==> src/sv/rcu_pkg.sv <==
// Package for the run-control unit: field widths, command, stop-reason and
// error codes, and the request, result and state records.
// No dependencies; imported by rcu_next and run_control_unit.
package rcu_pkg;

  // compared width of instruction indexes and width of the command counter
  localparam int PC_BITS    = 16;
  localparam int SEQ_BITS   = 32;

  // fixed field widths
  localparam int OP_W       = 3;
  localparam int PC_W       = 16;
  localparam int BUDGET_W   = 27;
  localparam int PLEN_W     = 17;
  localparam int CODE_W     = 3;
  localparam int SEQ_OUT_W  = 32;

  // largest step budget a run_until may ask for
  localparam logic [BUDGET_W-1:0] MAX_BUDGET = BUDGET_W'(100000000);

  typedef enum logic [OP_W-1:0] {
    OP_LOAD      = 3'd0,
    OP_RESET     = 3'd1,
    OP_STEP      = 3'd2,
    OP_RUN       = 3'd3,
    OP_RUN_UNTIL = 3'd4,
    OP_PAUSE     = 3'd5,
    OP_OBSERVE   = 3'd6,
    OP_TICK      = 3'd7
  } op_t;

  typedef enum logic [CODE_W-1:0] {
    R_PAUSED  = 3'd0,
    R_RUNNING = 3'd1,
    R_FAULT   = 3'd2,
    R_TARGET  = 3'd3,
    R_LIMIT   = 3'd4
  } reason_t;

  typedef enum logic [CODE_W-1:0] {
    E_NONE   = 3'd0,
    E_BUSY   = 3'd1,
    E_FAULT  = 3'd2,
    E_BAD    = 3'd3,
    E_WINDOW = 3'd4
  } err_t;

  // one request as it sits in the input register
  typedef struct packed {
    op_t                 op;
    logic                step_ok;
    logic                machine_faulted;
    logic [PC_W-1:0]     pc;
    logic [PC_W-1:0]     target_index;
    logic [BUDGET_W-1:0] step_budget;
    logic [PLEN_W-1:0]   program_length;
    logic                window_ok;
  } item_t;

  // one result as it sits in the result register
  typedef struct packed {
    logic                accepted;
    err_t                error_code;
    logic                running;
    reason_t             stop_reason;
    logic                step_taken;
    logic [SEQ_BITS-1:0] sequence_number;
  } result_t;

  // run-control state
  typedef struct packed {
    logic                running;
    logic                targeted;
    reason_t             reason;
    logic [PC_BITS-1:0]  target;
    logic [BUDGET_W-1:0] budget;
    logic [SEQ_BITS-1:0] seq;
  } state_t;

endpackage

==> src/sv/run_control_unit.sv <==
// Top level of the run-control unit: input register, state registers and
// result register around rcu_next; depends on rcu_pkg and rcu_next.
//
// One request per clock cycle, sustained while out_ready is high: a request is
// taken into an input register, its whole state update and result are computed
// in one pass by rcu_next, and the result lands in an output register as the
// request moves on from the input register. The state registers update as the
// request moves into the output register, so every request sees the state left
// by the previous one. Backpressure on out_ready holds the output register and
// then the input register; in_ready stays high while either one can still move.
module run_control_unit
  import rcu_pkg::*;
(
  input  logic                 clk,
  input  logic                 rst_n,

  input  logic                 in_valid,
  output logic                 in_ready,
  input  logic [OP_W-1:0]      in_op,
  input  logic                 in_step_ok,
  input  logic                 in_machine_faulted,
  input  logic [PC_W-1:0]      in_pc,
  input  logic [PC_W-1:0]      in_target_index,
  input  logic [BUDGET_W-1:0]  in_step_budget,
  input  logic [PLEN_W-1:0]    in_program_length,
  input  logic                 in_window_ok,

  output logic                 out_valid,
  input  logic                 out_ready,
  output logic                 out_accepted,
  output logic [CODE_W-1:0]    out_error_code,
  output logic                 out_running,
  output logic [CODE_W-1:0]    out_stop_reason,
  output logic                 out_step_taken,
  output logic [SEQ_OUT_W-1:0] out_sequence_number
);

  logic    in_vld_r;
  item_t   item_r;
  logic    out_vld_r;
  result_t res_r;
  state_t  st_r;
  state_t  st_nxt;
  result_t res_nxt;
  logic    adv;

  // a request moves on when the result register is free or being drained
  assign adv      = in_vld_r && (!out_vld_r || out_ready);
  assign in_ready = !in_vld_r || adv;

  // input register
  always_ff @(posedge clk) begin
    if (!rst_n) begin
      in_vld_r <= 1'b0;
    end else if (in_ready) begin
      in_vld_r <= in_valid;
    end
  end

  always_ff @(posedge clk) begin
    if (in_valid && in_ready) begin
      item_r.op              <= op_t'(in_op);
      item_r.step_ok         <= in_step_ok;
      item_r.machine_faulted <= in_machine_faulted;
      item_r.pc              <= in_pc;
      item_r.target_index    <= in_target_index;
      item_r.step_budget     <= in_step_budget;
      item_r.program_length  <= in_program_length;
      item_r.window_ok       <= in_window_ok;
    end
  end

  // state update and result
  rcu_next u_next (
    .item_i (item_r),
    .st_i   (st_r),
    .st_o   (st_nxt),
    .res_o  (res_nxt)
  );

  // state registers
  always_ff @(posedge clk) begin
    if (!rst_n) begin
      st_r.running  <= 1'b0;
      st_r.targeted <= 1'b0;
      st_r.reason   <= R_PAUSED;
      st_r.target   <= '0;
      st_r.budget   <= '0;
      st_r.seq      <= '0;
    end else if (adv) begin
      st_r <= st_nxt;
    end
  end

  // result register
  always_ff @(posedge clk) begin
    if (!rst_n) begin
      out_vld_r <= 1'b0;
    end else if (!out_vld_r || out_ready) begin
      out_vld_r <= in_vld_r;
    end
  end

  always_ff @(posedge clk) begin
    if (adv) begin
      res_r <= res_nxt;
    end
  end

  assign out_valid           = out_vld_r;
  assign out_accepted        = res_r.accepted;
  assign out_error_code      = res_r.error_code;
  assign out_running         = res_r.running;
  assign out_stop_reason     = res_r.stop_reason;
  assign out_step_taken      = res_r.step_taken;
  assign out_sequence_number = SEQ_OUT_W'(res_r.sequence_number);

  // an accepted request never carries an error code
  a_acc_no_err: assert property (@(posedge clk) disable iff (!rst_n)
    out_valid && out_accepted |-> out_error_code == E_NONE)
    else $error("accepted request reports an error code");

  // running flag and running stop reason always go together
  a_run_reason: assert property (@(posedge clk) disable iff (!rst_n)
    st_r.running == (st_r.reason == R_RUNNING))
    else $error("running flag and stop reason disagree");

  // command counter moves by at most one per processed request
  a_seq_step: assert property (@(posedge clk) disable iff (!rst_n)
    adv |=> (st_r.seq == $past(st_r.seq)) ||
            (st_r.seq == $past(st_r.seq) + SEQ_BITS'(1)))
    else $error("command counter jumped");

  // state holds while no request moves on
  a_state_hold: assert property (@(posedge clk) disable iff (!rst_n)
    !adv |=> $stable(st_r))
    else $error("state changed without a request");

endmodule

==> src/sv/rcu_next.sv <==
// Next-state and result logic of the run-control unit for one request.
// Purely combinational; depends on rcu_pkg.
module rcu_next
  import rcu_pkg::*;
(
  input  item_t   item_i,
  input  state_t  st_i,
  output state_t  st_o,
  output result_t res_o
);

  logic                pc_hit;
  logic                bad_target;
  logic [BUDGET_W-1:0] budget_dec;
  logic                taken;
  logic                acc;
  err_t                err;

  // target compare in the low PC_BITS bits
  assign pc_hit     = (item_i.pc[PC_BITS-1:0] == st_i.target);
  assign budget_dec = st_i.budget - BUDGET_W'(1);
  assign bad_target = ({1'b0, item_i.target_index} >= item_i.program_length) ||
                      (item_i.step_budget == '0) ||
                      (item_i.step_budget > MAX_BUDGET);

  // command decode and state update
  always_comb begin
    st_o  = st_i;
    taken = 1'b0;
    acc   = 1'b0;
    err   = E_NONE;
    if (item_i.op == OP_TICK) begin
      // background step, only while running
      if (st_i.running) begin
        if (!item_i.step_ok) begin
          st_o.running = 1'b0;
          st_o.reason  = R_FAULT;
        end else begin
          taken = 1'b1;
          if (st_i.targeted) begin
            st_o.budget = budget_dec;
            if (pc_hit) begin
              st_o.running = 1'b0;
              st_o.reason  = R_TARGET;
            end else if (budget_dec == '0) begin
              st_o.running = 1'b0;
              st_o.reason  = R_LIMIT;
            end
          end
        end
      end
    end else begin
      st_o.seq = st_i.seq + SEQ_BITS'(1);
      acc      = 1'b1;
      if (!item_i.window_ok) begin
        acc = 1'b0;
        err = E_WINDOW;
      end else begin
        unique case (item_i.op) inside
          OP_LOAD, OP_RESET: begin
            st_o.running  = 1'b0;
            st_o.targeted = 1'b0;
            st_o.reason   = R_PAUSED;
          end
          OP_STEP: begin
            if (st_i.running) begin
              acc = 1'b0;
              err = E_BUSY;
            end else if (!item_i.step_ok) begin
              acc         = 1'b0;
              err         = E_FAULT;
              st_o.reason = R_FAULT;
            end else begin
              taken       = 1'b1;
              st_o.reason = R_PAUSED;
            end
          end
          OP_RUN: begin
            if (item_i.machine_faulted) begin
              acc = 1'b0;
              err = E_FAULT;
            end else if (!st_i.running) begin
              st_o.running  = 1'b1;
              st_o.targeted = 1'b0;
              st_o.reason   = R_RUNNING;
            end
          end
          OP_RUN_UNTIL: begin
            if (st_i.running) begin
              acc = 1'b0;
              err = E_BUSY;
            end else if (item_i.machine_faulted) begin
              acc = 1'b0;
              err = E_FAULT;
            end else if (bad_target) begin
              acc = 1'b0;
              err = E_BAD;
            end else begin
              st_o.target   = item_i.target_index[PC_BITS-1:0];
              st_o.budget   = item_i.step_budget;
              st_o.targeted = 1'b1;
              if (item_i.pc[PC_BITS-1:0] != item_i.target_index[PC_BITS-1:0]) begin
                st_o.running = 1'b1;
                st_o.reason  = R_RUNNING;
              end else begin
                st_o.running = 1'b0;
                st_o.reason  = R_TARGET;
              end
            end
          end
          OP_PAUSE: begin
            st_o.running  = 1'b0;
            st_o.targeted = 1'b0;
            if (st_i.reason == R_RUNNING) begin
              st_o.reason = R_PAUSED;
            end
          end
          OP_OBSERVE, OP_TICK: begin
          end
          default: begin
          end
        endcase
      end
    end
  end

  // result record
  assign res_o.accepted        = acc;
  assign res_o.error_code      = err;
  assign res_o.running         = st_o.running;
  assign res_o.stop_reason     = st_o.reason;
  assign res_o.step_taken      = taken;
  assign res_o.sequence_number = st_o.seq;

endmodule
==> config.mk <==
export PLATFORM = sky130hd
export DESIGN_NAME = run_control_unit
export DESIGN_NICKNAME = d
export VERILOG_FILES = /design/src/sv/rcu_pkg.sv /design/src/sv/run_control_unit.sv /design/src/sv/rcu_next.sv
export SDC_FILE = /design/constraint.sdc
export NUM_CORES = 1
export LEC_CHECK = 0
export BUFFER_PORTS_ARGS = -buffer_cell sky130_fd_sc_hd__buf_2
export CORE_MARGIN = 2
export CORE_UTILIZATION = 28
export DETAILED_ROUTE_END_ITERATION = 16
export GPL_TIMING_DRIVEN = 0
export SETUP_SLACK_MARGIN = 0.15
export SKIP_LAST_GASP = 1
export SLEW_MARGIN = 10
export SYNTH_ARGS = -nofsm -noshare
export SYNTH_HDL_FRONTEND = slang
export SYNTH_HIERARCHICAL = 1
export SYNTH_SLANG_ARGS = --single-unit
==> constraint.sdc <==
create_clock -name clk -period 5.8 [get_ports clk]
set_input_delay 0.29 -clock clk [delete_from_list [all_inputs] [get_ports clk]]
set_output_delay 0.29 -clock clk [all_outputs]
set_load 0.02 [all_outputs]
==> impl_metrics.csv <==
group,metric,value,unit
global_route,grt_pass1_vias,8378,
logic_synthesis,yosysMostFrequentCell,"nand2_1",
floorplanning,initial_utilization,0.283,
logic_synthesis,synthArstFlopShare,0,
sta,finalHoldViolations,0,
power,seqPwrFrac,0.462,
route,ant_nets,0,
logic_synthesis,synth_edf_count,123,
sta,rsz0062_at_grt,"no",
power,peakVddDrop,0.000233,V
logic_synthesis,synth_nets,1173,
cts,post_cts_buffers,0,
critical_path,setup.worst_path.class,"reg -> reg",
route,wl_per_cell,15.5,microns
logic_synthesis,ys_seq_area_frac,0.503,
floorplanning,row_count,71,
place,port_buffers,127,
layout,drive_gt1_frac,0.183,
route,vias,8480,
layout,fin_util,0.362,
cts,postCtsResizedCells,0,
place,hpwlAfterDp,19900,microns
logic_synthesis,synth.top_cell.area_share,0.348,
cts,htree_levels,1,
sta,report.final.slew_viol_count,0,
global_route,met2_usage,0.243,
sta,max_freq,256,MHz
critical_path,crit_path_start_kind,"register",
floorplanning,die_x,199,microns
layout,final_cell_area,0.0136,sq mm
cts,tritoncts,"built",
cts,cts.sinks,205,
cts,cts_buffer_depth,3,
logic_synthesis,ys.flop_type,"edfxtp_1",
worst_hold_path,min_from,"out_ready",
global_route,gr-usage-met1,0.195,
place,gp_congestion,0.877,
worst_hold_path,min_path_cells,3,
power,power.share.clock,0.440,
sta,fin_tns_setup,0,ps
critical_path,crit_chain,"nor4_1, and4_1, and4_1, o22ai_1, nor3_1, buf_2, a211oi_1, o22ai_1, buf_4, nand2_1, mux2i_1",
layout,diodes,0,
power,p_sw_frac,0.239,
route,drt_drc_violations_left,0,
global_route,grt_pass1_wl,45000,microns
sta,min_period,3900,ps
layout,layout.nets,1410,
power,pwr-share-comb,0.098,
global_route,gr-total-overflow,0,
logic_synthesis,synth_area_leaders,"edfxtp_1 35%, dfxtp_1 15%, nand2_1 9.2%",
cts,clk_pin_slew,60,ps
floorplanning,die_area,0.0395,sq mm
critical_path,required,6280,ps
route,drt_iter0_drc,592,
floorplanning,die_y,199,microns
critical_path,end_kind,"register",
logic_synthesis,syn_area,0.0106,sq mm
power,p_int,2.70,mW
critical_path,slowest_delay,810,ps
sta,whs,111,ps
layout,areaGrowthSynthToFinish,27.7,%
sta,worst_slew_pin_slew,902,ps
critical_path,cp_slowest_cell,"nor4_1",
power,total_power,3.55,mW
route,vias_per_cell,4.62,
sta,finalSetupViolCount,0,
sta,worst_clock_skew,19.9,ps
cts,clkLatencyLatePin,540,ps
logic_synthesis,ys.warnings.count,6,
logic_synthesis,syn_area_per_cell,9.94,sq um
power,p_leak,5.11,nW
floorplanning,io_pins,129,
logic_synthesis,ys_ff_latch,205,
logic_synthesis,syn_inst,1068,
sta,fin_crit_sh,0.672,
job,cap_violations,0,
place,placedInstanceArea,0.0119,sq mm
floorplanning,core_area,0.0375,sq mm
critical_path,rr_endpoint,"st_r[75]",
global_route,antenna_found_initial,0,
critical_path,cp_max_fo,10,
power,pwr_density_cell,262,mW/mm^2
critical_path,cp.arrival,4380,ps
power,p_sw,847,uW
route,first_pass_iters,5,
cts,numCtsBuffers,24,
global_route,grt_max_degree,65,
critical_path,reg2regPathDepth,11,
logic_synthesis,synth_commonest_cells,"259 x nand2_1, 123 x edfxtp_1, 82 x dfxtp_1",
logic_synthesis,synth_cell_types,62,
worst_hold_path,min_path_type,"in -> reg",
critical_path,reg2reg_slack,1900,ps
global_route,track_usage,0.145,
status,status,"completed",
global_route,busiest_layer,"met2",
critical_path,worstReg2RegStart,"item_r[27]",
sta,timing.slew.headroom,0.393,
global_route,use_met3,0.0224,
cts,root_buffer,"clkbuf_16",
worst_hold_path,whs_endpoint,"out_valid",
route,wl,28400,microns
logic_synthesis,yosysTopAreaCell,"edfxtp_1",
[flip-flops by register name, indices dropped and copies added (netlist names)]
| name | cells |
|---|---|
| out_step_taken | 1 |
| out_accepted | 1 |
| st_r | 80 |
| out_valid | 1 |
| out_error_code | 3 |
| out_sequence_number | 32 |
| out_running | 1 |
| in_vld_r | 1 |
| item_r | 82 |
| out_stop_reason | 3 |
[what timing repair did]
action | in CTS | in global routing
endpoints found under the hold margin | 83 | 0
setup endpoints to repair | 0 | 0
hold buffers | 83 | 0
[power by group through the flow]
stage	logic (mW)	clock network (mW)	registers, mW
6_report	0.346	1.56	1.64
2_1_floorplan	0.180	0	1.68
3_3_place_gp	0.295	0	1.68
5_1_grt	0.376	1.67	1.65
4_1_cts	0.345	1.61	1.64
3_5_place_dp	0.301	0	1.67
[cells in the final DEF, fill, tap and decap left out, types with 7 or more instances in the layout]
master / instances
nand2_1: 259
buf_2: 139
edfxtp_1: 123
dlygate4sd3_1: 83
dfxtp_1: 82
mux2i_1: 81
nor2_1: 62
xnor2_1: 50
buf_4: 39
clkbuf_1: 31
nand3_1: 31
inv_1: 28
nor3_1: 27
a21oi_1: 25
clkbuf_16: 24
nand4_1: 21
o21ai_0: 21
ha_1: 19
nor4_1: 18
xor2_1: 18
a211oi_1: 16
and3_1: 12
buf_12: 9
and4_1: 7
[through the flow]
step,std cells,worst slack [ps]
floorplan,1068,2690
global placement,1706,1960
detailed placement,1707,1970
CTS,1834,1980
global route,1834,1810
finish,1834,1900
[worst max path at each step]
| stage | startpoint | end | slack [ps] | cells past startpoint |
|---|---|---|---|---|
| finish | item_r[27] | st_r[75] | 1900 | 11 |
| global route | item_r[27] | st_r[75] | 1810 | 11 |
| CTS | item_r[27] | st_r[75] | 1980 | 11 |
| detailed placement | item_r[27] | st_r[75] | 1970 | 11 |
| global placement | item_r[27] | st_r[75] | 1960 | 11 |
| floorplan | out_valid | item_r[0] | 2690 | 3 |
[worst max-delay path: cells and delay by family, from the launching register on]
family | cells | cell delay [ps]
buffers and inverters | 2 | 550
flip-flops | 1 | 420
AO/OA/AOI/OAI | 3 | 570
AND/OR/NAND/NOR | 5 | 2180
multiplexers | 1 | 150
[final cells by class]
class                           instances  area (sq um)
Buffer                                 89           642
Clock buffer                           29           619
Clock inverter                         15           190
Fill cell                            3847         23900
Inverter                               29           109
Multi-Input combinational cell        745          4530
Sequential cell                       205          5340
Tap cell                              511           639
Timing Repair Buffer                  211          1490
[kinds of logic after synthesis]
kind of cell             after synthesis  synth area share
AND/OR/NAND/NOR                      475             0.208
flip-flops                           205             0.503
buffers and inverters                118            0.0707
AO/OA/AOI/OAI                        101            0.0634
multiplexers                          81            0.0764
XOR/XNOR                              68            0.0561
adder cells (fa/ha/maj)               20            0.0233
[routing by layer]
layer | vias up | wire (microns)
met5 | - | 0
met4 | 0 | 583
met3 | 39 | 1490
met2 | 247 | 13100
met1 | 3991 | 13200
li1 | 4203 | -
No activity file was read; power rests on OpenSTA's default activity.
